`src/rtl/adc_tws_pkg.sv`:
```
`default_nettype none
// ----------------------------------------------------------------------------
// adc_tws_pkg
// Shared types and constants for the two-wire serial ADC master core.
// ----------------------------------------------------------------------------
package adc_tws_pkg;

	// Sequencer states
	typedef enum logic [3:0] {
		ST_IDLE    = 4'd0,
		ST_WAIT_S  = 4'd1,
		ST_RUN_S   = 4'd2,
		ST_WAIT_R  = 4'd3,
		ST_RUN_R   = 4'd4,
		ST_WAIT_W1 = 4'd5,
		ST_RUN_W1  = 4'd6,
		ST_WAIT_W2 = 4'd7,
		ST_RUN_W2  = 4'd8
	} seq_state_t;

	// Host actions
	typedef enum logic [1:0] {
		ACT_TICK  = 2'd0,
		ACT_READ  = 2'd1,
		ACT_RDCFG = 2'd2,
		ACT_WRFLD = 2'd3
	} action_t;

	// Config field selectors
	localparam logic [7:0] FSEL_CHANNEL = 8'd0;
	localparam logic [7:0] FSEL_GAIN    = 8'd1;
	localparam logic [7:0] FSEL_RATE    = 8'd2;
	localparam logic [7:0] FSEL_REF     = 8'd3;

	// Device commands (7 bits on the wire)
	localparam logic [6:0] CMD_READ  = 7'h56;
	localparam logic [6:0] CMD_WRITE = 7'h65;

	// Field masks
	localparam logic [7:0] MASK_CHANNEL = 8'hFC;
	localparam logic [7:0] MASK_GAIN    = 8'hF3;
	localparam logic [7:0] MASK_RATE    = 8'hCF;
	localparam logic [7:0] MASK_REF     = 8'hBF;
	localparam logic [7:0] BIT_REF      = 8'h40;

	// Pulse numbers inside a run
	localparam logic [5:0] P_SAMPLE_BITS = 6'd24;
	localparam logic [5:0] P_SAMPLE_END  = 6'd26;
	localparam logic [5:0] P_PRE_CMD     = 6'd27;
	localparam logic [5:0] P_CMD_FIRST   = 6'd29;
	localparam logic [5:0] P_CMD_LAST    = 6'd35;
	localparam logic [5:0] P_CMD_HOLD    = 6'd36;
	localparam logic [5:0] P_DATA_FIRST  = 6'd37;
	localparam logic [5:0] P_DATA_LAST   = 6'd44;
	localparam logic [5:0] P_FINAL       = 6'd45;

endpackage : adc_tws_pkg
`default_nettype wire

```
`src/rtl/adc_two_wire_serial_master_core.sv`:
```
`default_nettype none
// ----------------------------------------------------------------------------
// adc_two_wire_serial_master_core
// Half-period tick sequencer for a 24-bit sigma-delta ADC with a shared
// DRDY/DOUT pin: sample reads, config reads and config field writes.
// ----------------------------------------------------------------------------
//  channel  direction  handshake           payload
//  in       to core    in_valid/in_stall   action, field_select, field_value,
//                                          dout_level
//  out      from core  out_valid/out_stall sck_level, sda_drive, sda_value,
//                                          busy_res, done_res, sample,
//                                          config_byte
//
// Every tick transaction gives one result, registered first in the input
// register and then in the result register; one tick per cycle is sustained
// while out is not stalled, with a single sequencer pass between the two.
// Reset clears the sequencer, counters and held words; no clearing pass.
// A stall on out holds the result register; in stalls only while the input
// register holds a tick behind a held result.
// ----------------------------------------------------------------------------
module adc_two_wire_serial_master_core (
	input  wire logic                   clk,
	input  wire logic                   arst_n,
	input  wire logic                   in_valid,
	output logic                        in_stall,
	input  wire logic [1:0]             action,
	input  wire logic [7:0]             field_select,
	input  wire logic [7:0]             field_value,
	input  wire logic                   dout_level,
	output logic                        out_valid,
	input  wire logic                   out_stall,
	output logic                        sck_level,
	output logic                        sda_drive,
	output logic                        sda_value,
	output logic                        busy_res,
	output logic                        done_res,
	output logic signed [23:0]          sample,
	output logic [7:0]                  config_byte
);
	import adc_tws_pkg::*;

	// Field update for write-field commands
	function automatic logic [7:0] modify_byte(input logic [7:0] b,
		input logic [7:0] sel, input logic [7:0] v);
		logic [7:0] r;
		r = b;
		case (sel)
			FSEL_CHANNEL: begin
				r = b & MASK_CHANNEL;
				if (v == 8'd2 || v == 8'd3)
					r = r | {6'd0, v[1:0]};
			end
			FSEL_GAIN: begin
				r = b & MASK_GAIN;
				if (v inside {[8'd1:8'd3]})
					r = r | {4'd0, v[1:0], 2'd0};
			end
			FSEL_RATE: begin
				r = b & MASK_RATE;
				if (v inside {[8'd1:8'd3]})
					r = r | {2'd0, v[1:0], 4'd0};
			end
			FSEL_REF: begin
				if (v == 8'd0)
					r = b & MASK_REF;
				else if (v == 8'd1)
					r = b | BIT_REF;
			end
			default: r = b;
		endcase
		return r;
	endfunction

	// Input stage
	logic       valid_s1;
	logic [1:0] action_s1;
	logic [7:0] fsel_s1;
	logic [7:0] fval_s1;
	logic       dout_s1;
	logic       advance;

	assign advance  = valid_s1 && (!out_valid || !out_stall);
	assign in_stall = valid_s1 && !advance;

	always_ff @(posedge clk or negedge arst_n) begin
		if (!arst_n) begin
			valid_s1 <= 1'b0;
		end else if (!in_stall) begin
			valid_s1 <= in_valid;
		end
	end

	always_ff @(posedge clk) begin
		if (in_valid && !in_stall) begin
			action_s1 <= action;
			fsel_s1   <= field_select;
			fval_s1   <= field_value;
			dout_s1   <= dout_level;
		end
	end

	// Sequencer state
	seq_state_t  state_q;
	logic [5:0]  pulse_q;
	logic        phase_q;
	logic [23:0] shift_q;
	logic [7:0]  config_q;
	logic [7:0]  pfield_q;
	logic [7:0]  pvalue_q;
	logic [23:0] sample_q;

	seq_state_t  state_d;
	logic [5:0]  pulse_d;
	logic        phase_d;
	logic [23:0] shift_d;
	logic [7:0]  config_d;
	logic [7:0]  pfield_d;
	logic [7:0]  pvalue_d;
	logic [23:0] sample_d;
	logic        done_d;

	logic        run;
	logic        high;
	logic        writing;
	logic        run_s;
	logic [6:0]  cmd;

	assign run     = (state_q == ST_RUN_S) || (state_q == ST_RUN_R) ||
	                 (state_q == ST_RUN_W1) || (state_q == ST_RUN_W2);
	assign high    = !phase_q;
	assign writing = (state_q == ST_RUN_W2);
	assign run_s   = (state_q == ST_RUN_S);
	assign cmd     = writing ? CMD_WRITE : CMD_READ;

	// Pin outputs for this tick
	logic sck_d, drv_d, val_d;

	always_comb begin
		sck_d = 1'b0;
		drv_d = 1'b0;
		val_d = 1'b0;
		if (run) begin
			sck_d = high;
			if (!run_s) begin
				if (pulse_q == P_PRE_CMD || pulse_q == (P_PRE_CMD + 6'd1)) begin
					drv_d = 1'b1;
				end else if (pulse_q >= P_CMD_FIRST && pulse_q <= P_CMD_LAST) begin
					drv_d = 1'b1;
					val_d = cmd[3'(P_CMD_LAST - pulse_q)];
				end else if (pulse_q == P_CMD_HOLD) begin
					drv_d = 1'b1;
					val_d = cmd[0];
				end else if (writing && pulse_q >= P_DATA_FIRST &&
				             pulse_q <= P_DATA_LAST) begin
					drv_d = 1'b1;
					val_d = config_q[3'(P_DATA_LAST - pulse_q)];
				end else if (writing && pulse_q == P_FINAL) begin
					drv_d = 1'b1;
					val_d = config_q[0];
				end
			end
		end
	end

	// Next state
	always_comb begin
		state_d  = state_q;
		pulse_d  = pulse_q;
		phase_d  = phase_q;
		shift_d  = shift_q;
		config_d = config_q;
		pfield_d = pfield_q;
		pvalue_d = pvalue_q;
		sample_d = sample_q;
		done_d   = 1'b0;
		case (state_q)
			ST_WAIT_S, ST_WAIT_R, ST_WAIT_W1, ST_WAIT_W2: begin
				if (!dout_s1) begin
					state_d = seq_state_t'(state_q + 4'd1);
					pulse_d = 6'd0;
					phase_d = 1'b0;
					shift_d = 24'd0;
				end
			end
			ST_RUN_S, ST_RUN_R, ST_RUN_W1, ST_RUN_W2: begin
				if (high) begin
					// config bits are taken on the high tick
					if (!writing && !run_s && pulse_q >= P_DATA_FIRST &&
					    pulse_q <= P_DATA_LAST)
						shift_d = {shift_q[22:0], dout_s1};
					phase_d = 1'b1;
				end else begin
					// sample bits are taken on the low tick
					if (pulse_q < P_SAMPLE_BITS)
						shift_d = {shift_q[22:0], dout_s1};
					phase_d = 1'b0;
					if (run_s && pulse_q >= P_SAMPLE_END) begin
						sample_d = shift_d;
						done_d   = 1'b1;
						state_d  = ST_IDLE;
					end else if (!run_s && pulse_q >= P_FINAL) begin
						if (state_q == ST_RUN_R) begin
							config_d = shift_d[7:0];
							done_d   = 1'b1;
							state_d  = ST_IDLE;
						end else if (state_q == ST_RUN_W1) begin
							config_d = modify_byte(shift_d[7:0], pfield_q, pvalue_q);
							state_d  = ST_WAIT_W2;
						end else begin
							done_d  = 1'b1;
							state_d = ST_IDLE;
						end
						pulse_d = 6'd0;
					end else begin
						pulse_d = pulse_q + 6'd1;
					end
				end
			end
			default: begin
				// idle, and any unused code
				state_d = ST_IDLE;
				if (action_s1 != ACT_TICK) begin
					pfield_d = fsel_s1;
					pvalue_d = fval_s1;
					case (action_s1)
						ACT_READ:  state_d = ST_WAIT_S;
						ACT_RDCFG: state_d = ST_WAIT_R;
						default:   state_d = ST_WAIT_W1;
					endcase
				end
			end
		endcase
	end

	always_ff @(posedge clk or negedge arst_n) begin
		if (!arst_n) begin
			state_q  <= ST_IDLE;
			pulse_q  <= 6'd0;
			phase_q  <= 1'b0;
			shift_q  <= 24'd0;
			config_q <= 8'd0;
			pfield_q <= 8'd0;
			pvalue_q <= 8'd0;
			sample_q <= 24'd0;
		end else if (advance) begin
			state_q  <= state_d;
			pulse_q  <= pulse_d;
			phase_q  <= phase_d;
			shift_q  <= shift_d;
			config_q <= config_d;
			pfield_q <= pfield_d;
			pvalue_q <= pvalue_d;
			sample_q <= sample_d;
		end
	end

	// Result register
	always_ff @(posedge clk or negedge arst_n) begin
		if (!arst_n) begin
			out_valid <= 1'b0;
		end else if (!out_valid || !out_stall) begin
			out_valid <= valid_s1;
		end
	end

	always_ff @(posedge clk) begin
		if (advance) begin
			sck_level   <= sck_d;
			sda_drive   <= drv_d;
			sda_value   <= val_d;
			busy_res    <= (state_d != ST_IDLE);
			done_res    <= done_d;
			sample      <= signed'(sample_d);
			config_byte <= config_d;
		end
	end

`ifndef SYNTH
	// A finished command never reports busy on the same tick
	a_done_not_busy: assert property (@(posedge clk) disable iff (!arst_n)
		out_valid |-> !(done_res && busy_res))
		else $error("done_res with busy_res");

	// Data level only when the pin is driven
	a_val_needs_drive: assert property (@(posedge clk) disable iff (!arst_n)
		out_valid |-> (!sda_value || sda_drive))
		else $error("sda_value without sda_drive");

	// Input stalls only behind a held result
	a_stall_cause: assert property (@(posedge clk) disable iff (!arst_n)
		in_stall |-> (out_valid && out_stall))
		else $error("in_stall without a stalled result");

	// Idle sequencer keeps the clock low
	a_idle_sck_low: assert property (@(posedge clk) disable iff (!arst_n)
		(advance && state_q == ST_IDLE) |=> !sck_level)
		else $error("sck high from idle");
`endif

endmodule : adc_two_wire_serial_master_core
`default_nettype wire

```
`config.mk`:
```
export PLATFORM = sky130hd
export DESIGN_NAME = adc_two_wire_serial_master_core
export DESIGN_NICKNAME = d
export VERILOG_FILES = /design/src/rtl/adc_tws_pkg.sv /design/src/rtl/adc_two_wire_serial_master_core.sv
export SDC_FILE = /design/constraint.sdc
export NUM_CORES = 1
export LEC_CHECK = 0
export BUFFER_PORTS_ARGS = -buffer_cell sky130_fd_sc_hd__buf_2
export CAP_MARGIN = 10
export CORE_UTILIZATION = 36
export CTS_BUF_LIST = sky130_fd_sc_hd__clkbuf_16
export CTS_CLUSTER_SIZE = 14
export DETAILED_ROUTE_END_ITERATION = 16
export HOLD_SLACK_MARGIN = 0.03
export PLACE_DENSITY_LB_ADDON = 0.25
export SETUP_SLACK_MARGIN = 0.1
export SLEW_MARGIN = 10
export SYNTH_ARGS = -nofsm -noshare
export SYNTH_HDL_FRONTEND = slang
export SYNTH_SLANG_ARGS = --single-unit
```
`constraint.sdc`:
```
create_clock -name clk -period 5.3 [get_ports clk]
set_input_delay 1.06 -clock clk [delete_from_list [all_inputs] [get_ports clk]]
set_output_delay 1.06 -clock clk [all_outputs]
set_load 0.05 [all_outputs]
```
==> results_dict.tcl <==
set metrics [dict create \
    fp.dieArea_mm2 0.01845 \
    post-route-min-period_ns 3.009 \
    finClkSkew_ns 0.006888 \
    slowest_stage "a211o_1" \
    die_w_um 135.8 \
    die_height_um 135.8 \
    critPathKind "register to register" \
    syn_to_final_growth_pct 16.42 \
    synth_top_area_share_pct 33.00 \
    yosys-top-cells-area "dfrtp_1 (33%), edfxtp_1 (26%), o21ai_0 (5.2%)" \
    power_density_mw_per_mm2 443.9 \
    seq_area_frac_synth_pct 59.08 \
    crit_required_ns 5.61 \
    clkSinkCount 141 \
    grt_pass1_wl_mm 21.95 \
    ys_async_sr_fraction_pct 60.28 \
    rsz0062_at_grt "false" \
    grt_use_total_pct 15.66 \
    final_cells 841 \
    syn_nets 579 \
    overflow 0 \
    drtIter0Drc 348 \
    ir_drop_uv 312.2 \
    cp_max_fo 24 \
    final_cell_mix "dfrtp_1 (85), nand2_1 (68), o21ai_0 (67)" \
    synthCells 549 \
    synth_ff_type "dfrtp_1" \
    io_buffers 61 \
    ant_nets 0 \
    synth_edf_count 56 \
    final_common_cell "dfrtp_1" \
    drc_errors 0 \
    critPathLaunchType "register" \
    core-area_mm2 0.01742 \
    hold_buffers 0 \
    cts-buffers-inserted 17 \
    clkTransAtPathRegs_ns 0.06 \
    yosys.cell_types.count 60 \
    period_share_pct 56.76 \
    leakage_nw 3.208 \
    setup_ws_ns 2.291 \
    grt_pass1_vias 4212 \
    dp_cells 809 \
    crit_path_cell_trace "inv_1 > ha_1 > nor2b_1 > a21oi_1 > nor2_1 > a211o_1 > a22o_1" \
    synth_top_area_cell "dfrtp_1" \
    via_per_inst 5.165 \
    worst_pin_slew_ns 1.145 \
    wl_per_cell_um 15.45 \
    vias 4344 \
    synth_seq_cells 141 \
    maxSlewViolCount 0 \
    maxSlewHeadroom_pct 23.51 \
    row_count 48 \
    fin_tns_setup_ns 0 \
    syn_area_mm2 0.006446 \
    crit_arrival_ns 3.32 \
    clkLatencyLatePin_ns 0.43 \
    start_util_pct 37.01 \
    status "complete, no violations" \
    hold_class "register to register" \
    layout-drive-gt1-share_pct 21.92 \
    post_cts.repair.setup_buffers 0 \
    cts_tree "built" \
    fin_nets 633 \
    firstDrtPassIters 4 \
    setup_viol 0 \
    n_antenna_cell 0 \
    final_hold_viol_count 0 \
    cts-htree-levels 4 \
    max_freq_mhz 332.4 \
    post-place-ws_ns 2.356 \
    avgSynthCellArea_um2 11.74 \
    critPathCaptureType "register" \
    io_pins 62 \
    post_cts_resized 0 \
    root_buffer "clkbuf_16" \
    cts_buffer_depth 2 \
    grt_max_degree 86 \
    place_hpwl_mm 8.749 \
    wirelength_mm 12.99 \
    max_stage_delay_ns 0.62 \
    grt_antenna_before_repair 0 \
    routabilityCongestion 0.8646 \
    maxCapViolations 0 \
    power_w 0.003331 \
    synth_warnings 0 \
]
-- critical path: cells and delay by family (launching register included) --
family	cells	cell delay [ns]
buffers and inverters	1	0.13
AOI/OAI and AO/OA	3	1.51
DFF	1	0.50
adders and majority gates	1	0.33
and+or+nand+nor	2	0.43
-- registers in the layout, summed over array words and instances, names as in the netlist --
signal,cells
sck_level,1
sample,24
phase_q,1
busy_res,1
shift_q,24
sample_q,24
fval_s1,8
done_res,1
pfield_q,8
pvalue_q,8
out_valid,1
config_q,8
fsel_s1,8
state_q,4
pulse_q,6
config_byte,8
sda_drive,1
action_s1,2
valid_s1,1
dout_s1,1
sda_value,1
-- Yosys cell counts (12+ instances only) --
cell,instances
edfxtp_1,56
nor3_1,12
o21ai_0,67
nand2_1,68
inv_1,16
mux2_2,24
clkbuf_1,18
dfrtp_1,85
nor2_1,16
a21oi_1,23
a22o_1,26
mux2i_1,30
-- logic make-up after synthesis --
family,share of synthesized area (%)
AOI/OAI and AO/OA,14.60
xor gates and xnor gates,0.6795
muxes,9.899
and+or+nand+nor,11.49
DFF,59.08
adders and majority gates,1.359
buffers and inverters,2.892
-- layer usage --
metal,vias up,global-route usage [%],wire length (um)
met4,0,7.116,226
met2,102,23.67,5913
met3,18,3.244,597
met1,2077,21.59,6257
met5,-,0,0
li1,2147,-,-
-- path summary, 6_finish.rpt --
path                       startpoint            to  slack [ns]  cells past startpoint
setup / recovery           state_q[0]   shift_q[18]        2.29                      7
hold / removal             fval_s1[1]   pvalue_q[1]        0.47                      1
setup reg to reg           state_q[0]   shift_q[18]        2.29                      7
hold reg to reg            fval_s1[1]   pvalue_q[1]        0.47                      1
max in group asynchronous      arst_n    pulse_q[0]        3.78                      1
min in group asynchronous      arst_n  sample_q[23]        0.83                      1
-- power by group --
part / total (W) / internal [W] / switching [W]
combinational: 0.000799 / 0.000294 / 0.000505
clock: 0.00112 / 0.000615 / 0.000501
sequential: 0.00142 / 0.00128 / 0.000141
total: 0.00333 / 0.00218 / 0.00115
-- stage by stage --
step,utilization [%],hold WS [ns],cell area [um^2]
after floorplan,-,0.4497,6446
after global placement,39.91,0.4606,6950
after detailed placement,39.91,0.4651,6950
after CTS,43.09,0.4792,7505
after global routing,43.09,0.4859,7505
final,43.09,0.4746,7505
-- layout make-up --
type                       instances  area [um^2]
fill                            1633         9912
sequential                       141         3809
multi-input combinational        362         2462
clock buffer                      17        425.4
timing repair buffer              65        337.8
tap                              225        281.5
clock inverter                    15        128.9
inverter                          16        60.06
Note: power is estimated with default switching activity, not from simulation.
